===== config.mk =====
export PLATFORM = sky130hd
export DESIGN_NAME = wired_logic_net_resolver_unit
export DESIGN_NICKNAME = d
export VERILOG_FILES = /design/src/rtl/wlnr_pkg.sv /design/src/rtl/wlnr_front.sv /design/src/rtl/wlnr_fifo.sv /design/src/rtl/wlnr_tree.sv /design/src/rtl/wired_logic_net_resolver_unit.sv
export SDC_FILE = /design/constraint.sdc
export NUM_CORES = 1
export LEC_CHECK = 0
export BUFFER_PORTS_ARGS = -buffer_cell sky130_fd_sc_hd__buf_2
export CORE_MARGIN = 8
export CORE_UTILIZATION = 59
export CTS_BUF_LIST = sky130_fd_sc_hd__clkbuf_8
export DETAILED_ROUTE_END_ITERATION = 10
export HOLD_SLACK_MARGIN = 0.08
export PLACE_DENSITY = 0.75
export SLEW_MARGIN = 20
export SYNTH_ARGS = -nofsm -noshare
export SYNTH_HDL_FRONTEND = slang
export SYNTH_HIERARCHICAL = 1
export SYNTH_SLANG_ARGS = --single-unit

===== constraint.sdc =====
create_clock -name aclk -period 19.86 [get_ports aclk]
set_input_delay 4.965 -clock aclk [delete_from_list [all_inputs] [get_ports aclk]]
set_output_delay 4.965 -clock aclk [all_outputs]
set_load 0.01 [all_outputs]

===== src/rtl/wlnr_pkg.sv =====
// Shared types, constants and combine functions for the wired-logic net resolver.
package wlnr_pkg;

    localparam int NET_WIDTH   = 8;
    localparam int VAL_W       = 2 * NET_WIDTH;
    localparam int NUM_DRIVERS = 16;
    localparam int PORT_W      = 4;
    localparam int GROUP       = 4;
    localparam int NUM_ROWS    = 6;
    localparam int ROW_W       = 3;
    localparam int LVL_W       = 2;
    localparam int QUEUE_DEPTH = 2;

    localparam logic [1:0] CODE_0 = 2'd0;
    localparam logic [1:0] CODE_1 = 2'd1;
    localparam logic [1:0] CODE_Z = 2'd2;
    localparam logic [1:0] CODE_X = 2'd3;

    // Tree levels: 16 leaves, 4 branch nodes, 1 root.
    localparam logic [LVL_W-1:0] LVL_LEAF = 2'd0;
    localparam logic [LVL_W-1:0] LVL_MID  = 2'd1;
    localparam logic [LVL_W-1:0] LVL_ROOT = 2'd2;

    // First row of each level; one row holds a group of four nodes.
    localparam logic [ROW_W-1:0] ROW_BASE_LEAF = 3'd0;
    localparam logic [ROW_W-1:0] ROW_BASE_MID  = 3'd4;
    localparam logic [ROW_W-1:0] ROW_BASE_ROOT = 3'd5;

    typedef struct packed {
        logic             driven;
        logic [VAL_W-1:0] bits;
    } node_t;

    typedef node_t [GROUP-1:0] row_t;

    typedef struct packed {
        logic [PORT_W-1:0] port;
        node_t             node;
    } item_t;

    typedef struct packed {
        logic             undriven;
        logic [VAL_W-1:0] value;
    } result_t;

    typedef enum logic [1:0] {
        TS_IDLE,
        TS_WALK,
        TS_EMIT
    } tree_state_t;

    function automatic logic [ROW_W-1:0] row_addr(input logic [LVL_W-1:0] lvl,
                                                 input logic [PORT_W-1:0] p);
        logic [ROW_W-1:0] base;
        case (lvl)
            LVL_LEAF: base = ROW_BASE_LEAF;
            LVL_MID:  base = ROW_BASE_MID;
            default:  base = ROW_BASE_ROOT;
        endcase
        return base + ROW_W'(p >> 2);
    endfunction

    // Per-bit wired combine; Z is the identity, dominant code wins, then X.
    function automatic logic [VAL_W-1:0] combine_bits(input logic [VAL_W-1:0] a,
                                                      input logic [VAL_W-1:0] b,
                                                      input logic mode);
        logic [1:0]       dom;
        logic [1:0]       recessive;
        logic [1:0]       ab;
        logic [1:0]       bb;
        logic [1:0]       r;
        logic [VAL_W-1:0] res;
        dom       = mode ? CODE_1 : CODE_0;
        recessive = mode ? CODE_0 : CODE_1;
        res       = '0;
        for (int i = 0; i < NET_WIDTH; i++) begin
            ab = a[2*i +: 2];
            bb = b[2*i +: 2];
            if (ab == CODE_Z) begin
                r = bb;
            end else if (bb == CODE_Z) begin
                r = ab;
            end else if (ab == dom || bb == dom) begin
                r = dom;
            end else if (ab == CODE_X || bb == CODE_X) begin
                r = CODE_X;
            end else begin
                r = recessive;
            end
            res[2*i +: 2] = r;
        end
        return res;
    endfunction

    function automatic node_t merge_node(input node_t acc, input node_t n, input logic mode);
        node_t res;
        if (!n.driven) begin
            res = acc;
        end else if (!acc.driven) begin
            res = n;
        end else begin
            res.driven = 1'b1;
            res.bits   = combine_bits(acc.bits, n.bits, mode);
        end
        return res;
    endfunction

    function automatic node_t reduce_row(input row_t row, input logic mode);
        node_t acc;
        acc = row[0];
        for (int i = 1; i < GROUP; i++) begin
            acc = merge_node(acc, row[i], mode);
        end
        return acc;
    endfunction

endpackage


===== src/rtl/wlnr_front.sv =====
// Input stage: takes items, drops out-of-range ports, builds the leaf node.
module wlnr_front (
    input  logic                    aclk,
    input  logic                    aresetn,
    input  logic                    s_tvalid,
    output logic                    s_tready,
    input  logic [23:0]             s_tdata,
    input  logic                    s_tuser,
    output logic                    push_valid,
    output wlnr_pkg::item_t         push_item,
    input  logic                    push_full
);

    logic                  hold_valid_reg;
    logic                  hold_valid_next;
    wlnr_pkg::item_t       hold_item_reg;
    wlnr_pkg::item_t       item_next;
    logic                  accept;
    logic                  in_range;
    logic [wlnr_pkg::PORT_W-1:0] port;

    assign port     = s_tdata[wlnr_pkg::PORT_W-1:0];
    assign in_range = {1'b0, port} < (wlnr_pkg::PORT_W + 1)'(wlnr_pkg::NUM_DRIVERS);
    assign s_tready = !hold_valid_reg || !push_full;
    assign accept   = s_tvalid && s_tready;

    always_comb begin
        item_next.port        = port;
        item_next.node.driven = !s_tuser;
        item_next.node.bits   = s_tuser ? '0
                              : s_tdata[wlnr_pkg::PORT_W +: wlnr_pkg::VAL_W];
    end

    always_comb begin
        if (hold_valid_reg && push_full) begin
            hold_valid_next = 1'b1;
        end else begin
            hold_valid_next = accept && in_range;
        end
    end

    always_ff @(posedge aclk) begin
        if (!aresetn) begin
            hold_valid_reg <= 1'b0;
        end else begin
            hold_valid_reg <= hold_valid_next;
        end
    end

    always_ff @(posedge aclk) begin
        if (accept) begin
            hold_item_reg <= item_next;
        end
    end

    assign push_valid = hold_valid_reg;
    assign push_item  = hold_item_reg;

endmodule


===== src/rtl/wlnr_fifo.sv =====
// Two-entry item queue between the input stage and the tree engine.
module wlnr_fifo (
    input  logic            aclk,
    input  logic            aresetn,
    input  logic            push,
    input  wlnr_pkg::item_t push_item,
    output logic            full,
    input  logic            pop,
    output logic            not_empty,
    output wlnr_pkg::item_t pop_item
);

    localparam int PTR_W = $clog2(wlnr_pkg::QUEUE_DEPTH);
    localparam int CNT_W = $clog2(wlnr_pkg::QUEUE_DEPTH + 1);

    wlnr_pkg::item_t   entry_reg [wlnr_pkg::QUEUE_DEPTH];
    logic [PTR_W-1:0]  wr_ptr_reg;
    logic [PTR_W-1:0]  rd_ptr_reg;
    logic [CNT_W-1:0]  count_reg;
    logic              do_push;
    logic              do_pop;

    assign full      = count_reg == CNT_W'(wlnr_pkg::QUEUE_DEPTH);
    assign not_empty = count_reg != '0;
    assign do_push   = push && !full;
    assign do_pop    = pop && not_empty;
    assign pop_item  = entry_reg[rd_ptr_reg];

    always_ff @(posedge aclk) begin
        if (!aresetn) begin
            wr_ptr_reg <= '0;
            rd_ptr_reg <= '0;
            count_reg  <= '0;
        end else begin
            if (do_push) begin
                wr_ptr_reg <= (wr_ptr_reg == PTR_W'(wlnr_pkg::QUEUE_DEPTH - 1))
                            ? '0 : wr_ptr_reg + PTR_W'(1);
            end
            if (do_pop) begin
                rd_ptr_reg <= (rd_ptr_reg == PTR_W'(wlnr_pkg::QUEUE_DEPTH - 1))
                            ? '0 : rd_ptr_reg + PTR_W'(1);
            end
            case ({do_push, do_pop})
                2'b10:   count_reg <= count_reg + CNT_W'(1);
                2'b01:   count_reg <= count_reg - CNT_W'(1);
                default: count_reg <= count_reg;
            endcase
        end
    end

    always_ff @(posedge aclk) begin
        if (do_push) begin
            entry_reg[wr_ptr_reg] <= push_item;
        end
    end

endmodule


===== src/rtl/wlnr_tree.sv =====
// Tree engine: walks the node store one level a cycle and updates partial results.
module wlnr_tree (
    input  logic                aclk,
    input  logic                aresetn,
    input  logic                wired_mode,
    input  logic                q_valid,
    input  wlnr_pkg::item_t     q_item,
    output logic                q_pop,
    output logic                res_valid,
    output wlnr_pkg::result_t   res,
    input  logic                res_ready
);

    wlnr_pkg::tree_state_t state_reg;
    wlnr_pkg::tree_state_t state_next;

    logic [wlnr_pkg::LVL_W-1:0]  lvl_reg;
    logic [wlnr_pkg::PORT_W-1:0] p_reg;
    wlnr_pkg::node_t             v_reg;
    wlnr_pkg::row_t              rd_row_reg;
    logic                        rd_valid_reg;
    logic [wlnr_pkg::NUM_ROWS-1:0] row_valid_reg;
    wlnr_pkg::row_t              mem [wlnr_pkg::NUM_ROWS];
    wlnr_pkg::result_t           res_reg;

    wlnr_pkg::row_t              cur_row;
    wlnr_pkg::row_t              new_row;
    wlnr_pkg::node_t             acc;
    logic                        same;
    logic                        last;
    logic                        rd_en;
    logic                        wr_en;
    logic [wlnr_pkg::ROW_W-1:0]  rd_addr;
    logic [wlnr_pkg::ROW_W-1:0]  wr_addr;

    // A row never written reads as four undriven nodes.
    always_comb begin
        cur_row = rd_valid_reg ? rd_row_reg : '0;
        new_row = cur_row;
        new_row[p_reg[1:0]] = v_reg;
    end

    assign same = cur_row[p_reg[1:0]] == v_reg;
    assign last = lvl_reg == wlnr_pkg::LVL_ROOT;
    assign acc  = wlnr_pkg::reduce_row(new_row, wired_mode);

    always_comb begin
        state_next = state_reg;
        case (state_reg)
            wlnr_pkg::TS_IDLE: begin
                if (q_valid) begin
                    state_next = wlnr_pkg::TS_WALK;
                end
            end
            wlnr_pkg::TS_WALK: begin
                if (same) begin
                    state_next = wlnr_pkg::TS_IDLE;
                end else if (last) begin
                    state_next = wlnr_pkg::TS_EMIT;
                end
            end
            wlnr_pkg::TS_EMIT: begin
                if (res_ready) begin
                    state_next = wlnr_pkg::TS_IDLE;
                end
            end
            default: state_next = wlnr_pkg::TS_IDLE;
        endcase
    end

    always_comb begin
        q_pop     = 1'b0;
        rd_en     = 1'b0;
        wr_en     = 1'b0;
        res_valid = 1'b0;
        rd_addr   = wlnr_pkg::row_addr(lvl_reg + wlnr_pkg::LVL_W'(1), p_reg >> 2);
        wr_addr   = wlnr_pkg::row_addr(lvl_reg, p_reg);
        case (state_reg)
            wlnr_pkg::TS_IDLE: begin
                q_pop   = q_valid;
                rd_en   = q_valid;
                rd_addr = wlnr_pkg::row_addr(wlnr_pkg::LVL_LEAF, q_item.port);
            end
            wlnr_pkg::TS_WALK: begin
                wr_en = !same;
                rd_en = !same && !last;
            end
            wlnr_pkg::TS_EMIT: begin
                res_valid = 1'b1;
            end
            default: begin
                q_pop = 1'b0;
            end
        endcase
    end

    always_ff @(posedge aclk) begin
        if (!aresetn) begin
            state_reg     <= wlnr_pkg::TS_IDLE;
            lvl_reg       <= wlnr_pkg::LVL_LEAF;
            row_valid_reg <= '0;
        end else begin
            state_reg <= state_next;
            if (q_pop) begin
                lvl_reg <= wlnr_pkg::LVL_LEAF;
            end else if (wr_en && !last) begin
                lvl_reg <= lvl_reg + wlnr_pkg::LVL_W'(1);
            end
            if (wr_en) begin
                row_valid_reg[wr_addr] <= 1'b1;
            end
        end
    end

    always_ff @(posedge aclk) begin
        if (q_pop) begin
            p_reg <= q_item.port;
            v_reg <= q_item.node;
        end else if (wr_en && !last) begin
            p_reg <= p_reg >> 2;
            v_reg <= acc;
        end
        if (wr_en && last) begin
            res_reg.undriven <= !v_reg.driven;
            res_reg.value    <= v_reg.driven ? v_reg.bits : '0;
        end
    end

    // Node store: one write and one registered read per cycle.
    always_ff @(posedge aclk) begin
        if (wr_en) begin
            mem[wr_addr] <= new_row;
        end
        if (rd_en) begin
            rd_row_reg   <= mem[rd_addr];
            rd_valid_reg <= row_valid_reg[rd_addr];
        end
    end

    assign res = res_reg;

endmodule


===== src/rtl/wired_logic_net_resolver_unit.sv =====
// Top level of the wired-logic (triand / trior) net resolver.
// An accepted item passes the front register and the queue, is popped with a
//   leaf read, takes one walk step per tree level (3 levels for 16 drivers)
//   and, if it changed the root, is handed off to the output register.
// The engine walks one item at a time; one that meets an unchanged node stops early.
// Reset: synchronous active-low aresetn clears control, the mode and the row
//   valid bits, so every tree node reads as undriven right after reset.
module wired_logic_net_resolver_unit (
    input  logic        aclk,
    input  logic        aresetn,
    // configuration: wired_mode (0 = wired AND, 1 = wired OR)
    input  logic        cfg_wen,
    input  logic        cfg_wdata,
    // input channel
    input  logic        s_tvalid,
    output logic        s_tready,
    input  logic [23:0] s_tdata,   // [3:0] driver_port, [19:4] driver_value, rest zero
    input  logic        s_tuser,   // [0] driver_released
    // result channel
    output logic        m_tvalid,
    input  logic        m_tready,
    output logic [15:0] m_tdata,   // [15:0] net_value
    output logic        m_tuser    // [0] net_undriven
);

    logic              wired_mode_reg;

    // front to queue
    logic              push_valid;
    wlnr_pkg::item_t   push_item;
    logic              q_full;

    // queue to tree engine
    logic              q_not_empty;
    wlnr_pkg::item_t   q_item;
    logic              q_pop;

    // tree engine to output register
    logic              res_valid;
    logic              res_ready;
    wlnr_pkg::result_t res;

    logic              m_tvalid_reg;
    logic [15:0]       m_tdata_reg;
    logic              m_tuser_reg;

    // Mode register; the user must change it only while the block is idle, as the
    // block does not enforce it; the engine then reads it directly during each combine.
    always_ff @(posedge aclk) begin
        if (!aresetn) begin
            wired_mode_reg <= 1'b0;
        end else if (cfg_wen) begin
            wired_mode_reg <= cfg_wdata;
        end
    end

    // Front: takes items, filters bad ports, forms the new leaf node.
    wlnr_front u_front (
        .aclk       (aclk),
        .aresetn    (aresetn),
        .s_tvalid   (s_tvalid),
        .s_tready   (s_tready),
        .s_tdata    (s_tdata),
        .s_tuser    (s_tuser),
        .push_valid (push_valid),
        .push_item  (push_item),
        .push_full  (q_full)
    );

    // Short queue so the front keeps taking items while the tree walks.
    wlnr_fifo u_fifo (
        .aclk      (aclk),
        .aresetn   (aresetn),
        .push      (push_valid),
        .push_item (push_item),
        .full      (q_full),
        .pop       (q_pop),
        .not_empty (q_not_empty),
        .pop_item  (q_item)
    );

    // Back: walks leaf -> branch -> root, stops early when a node is unchanged.
    wlnr_tree u_tree (
        .aclk       (aclk),
        .aresetn    (aresetn),
        .wired_mode (wired_mode_reg),
        .q_valid    (q_not_empty),
        .q_item     (q_item),
        .q_pop      (q_pop),
        .res_valid  (res_valid),
        .res        (res),
        .res_ready  (res_ready)
    );

    // Output register: the engine hands off a root change and moves on
    // while the item waits here for the sink.
    assign res_ready = !m_tvalid_reg || m_tready;

    always_ff @(posedge aclk) begin
        if (!aresetn) begin
            m_tvalid_reg <= 1'b0;
        end else if (res_ready) begin
            m_tvalid_reg <= res_valid;
        end
    end

    always_ff @(posedge aclk) begin
        if (res_valid && res_ready) begin
            m_tdata_reg <= res.value;
            m_tuser_reg <= res.undriven;
        end
    end

    assign m_tvalid = m_tvalid_reg;
    assign m_tdata  = m_tdata_reg;
    assign m_tuser  = m_tuser_reg;

endmodule


==> flow_summary.yaml <==
critical_path:
  crit_family: "flip-flops"
  cp-start-kind: "register"
  critical_path_class: "reg -> out"
  slowest_stage: "dfxtp_1"
  critPathMaxStageDelay_ns: 0.35
  cp.buffers_inverters: 2
  crit_fanout: 5
  cp.arrival_ns: 1.53
  cp-end-kind: "output port"
  crit_path_cell_trace: "nand2b_2 -> inv_2 -> nand2_1 -> buf_2"
  cp.required_ns: 14.90
synthesis:
  avgSynthCellArea_um2: 14.3
  synth_flop_cell: "edfxtp_1"
  ys_warn_count: 6
  syn_inst: 1929
  synth.most_common_cell: "edfxtp_1"
  synth_top_area_cell: "edfxtp_1"
  synth.yosys.seq_area_share_pct: 65.9
  async_flop_share_pct: 0
  synthTopCellsByArea: "edfxtp_1, mux4_2, mux2i_1"
  netlist-cell-type-count: 98
  synth_nets: 1967
  yosys-top-cells-count: "edfxtp_1, nor2_1, nand2_1"
  synth_edf_count: 595
  synth_area_um2: 27700
  netlist.area_leader.share_pct: 64.6
  ys_ff_latch: 613
floorplan:
  initial_utilization_pct: 59.5
  rows: 79
  fp.dieW_um: 232
  core_area_um2: 46500
  die_area_um2: 54000
  fp.dieH_um: 232
  io-pin-count: 50
placed_design:
  dpl.cell_count: 2485
  hpwl_um: 38300
  gp_congestion: 0.907
  port_buffers: 45
detailed_routing:
  ant_nets: 0
  route.detailed.wl_per_inst_um: 24.4
  drc: 0
  via_count: 17400
  wl_met1_um: 25400
  viasPerCell: 6.54
  met2WireLength_um: 29800
  firstDrtPassIters: 6
  wirelength_um: 64800
  drtIter0Drc: 2048
  top_layer: "met5"
  routed-wl-met3_um: 7200
power_and_ir_drop:
  swShare_pct: 39.0
  ir_drop_uv: 86.1
  internal_power_mw: 2.98
  p_leak_nw: 10.6
  comb_power_share_pct: 39.2
  switchingPower_mw: 1.90
  finalPower_mw: 4.88
  p_seq_share_pct: 40.5
  powerDensity_nw_per_um2: 162
  clkPwrFrac_pct: 20.3
sta:
  tightest_slew_ns: 1.06
  skew_ns: 0.0455
  final.setup.tns_ns: 0
  rsz0062_at_grt: "false"
  fmax_mhz: 154
  max_slew_margin_pct: 29.4
  hold_viol: 0
  fin_crit_ns: 6.50
  slew_viol_final: 0
  setup_viol: 0
  timing.final.crit_share_pct: 32.7
global_route:
  antenna_found_initial: 1
  track_usage_pct: 24.0
  grt_first_pass_wirelength_um: 99200
  gr-total-overflow: 0
  grt_pass1_vias: 17200
  grt_max_degree: 95
final_layout:
  fin_cells: 2659
  diodes: 0
  largest_reg_flops: 408
  drive_gt1_share_pct: 18.1
  nets: 2014
  area_growth_pct: 9.14
clock_tree:
  cts_tree: "done"
  numClockSinks: 613
  cts_root_buffer: "clkbuf_8"
  clkLatencyLatePin_ns: 0.69
  hold_buffers: 0
  clkTransAtPathRegs_ns: 0.06
  post_cts_buffers: 0
  cts.repair.resized: 0
  cts_made_buffers: 95
  cts_max_path_buffers: 3
  htree_levels: 3
status:
  status: "completed"
flow_run:
  drv_cap: 0
min_path:
  hold_class: "reg -> reg"
-- power groups by stage --
stage	Clock (mW)	Sequential [mW]	Combinational (mW)
after floorplan	0	1.91	1.40
after global placement	0	1.98	1.79
after detailed placement	0	1.99	1.86
after CTS	1.01	1.97	1.87
after global routing	1.06	1.99	2.05
final	0.989	1.98	1.91
-- cell usage in the layout (no fill, tap or decap), types with 17 or more instances in the layout --
cell and count:
nor2_1 127, inv_1 95, mux4_2 86, nand3b_1 21, dfxtp_1 17, nand2_1 128, o21ai_0 56, o21ai_1 24
and2_1 35, buf_2 45, mux2i_1 74, o21a_1 26, a22oi_1 19, a31oi_1 20, edfxtp_1 595, a21oi_1 121
mux2_2 22, nor3_1 30, buf_4 31, nand3_1 38, clkbuf_8 110, clkinv_1 19
-- final timing paths --
check,from,endpoint,slack (ns),cells after the start
setup / recovery,u_fifo/count_reg[0],s_tready,13.36,4
hold / removal,u_tree/res[11],m_tdata[11],0.41,0
setup reg to reg,u_tree/p_reg[0],u_tree/mem[2][31],14.46,12
hold reg to reg,u_tree/res[11],m_tdata[11],0.41,0
-- cell type report --
| class | instances | area (um^2) |
|---|---|---|
| Multi-Input combinational cell | 1118 | 8620 |
| Inverter | 69 | 259 |
| Sequential cell | 613 | 18200 |
| Fill cell | 3263 | 16300 |
| Timing Repair Buffer | 79 | 509 |
| Clock buffer | 110 | 1510 |
| Clock inverter | 63 | 288 |
| Tap cell | 607 | 759 |
-- stage by stage --
stage / util (%) / setup slack [ns] / hold slack, ns / cell area, um^2
after floorplan: - / 12.35 / 0.400 / 27700
after global placement: 61.0 / 13.72 / 0.402 / 28300
after detailed placement: 61.0 / 13.70 / 0.405 / 28300
after CTS: 64.9 / 13.31 / 0.413 / 30200
after global routing: 65.0 / 13.28 / 0.423 / 30200
final: 65.0 / 13.36 / 0.413 / 30200
-- logic make-up (layout without fill, tap and decap cells) --
logic type / count (synthesis) / count (layout) / synth area share (%)
compound gates: 419 / 419 / 10.4
xor+xnor: 20 / 20 / 0.633
fa+ha+maj: 7 / 7 / 0.317
buf+inv: 198 / 321 / 3.14
flops: 613 / 613 / 65.9
mux: 185 / 185 / 10.7
simple gates: 487 / 487 / 8.91
-- routing by layer --
layer	vias up	track usage, %
li1	7592	-
met3	190	6.00
met1	8613	32.6
met5	-	0
met4	2	9.89
met2	992	36.9
No activity file was read; power rests on OpenSTA's default activity.
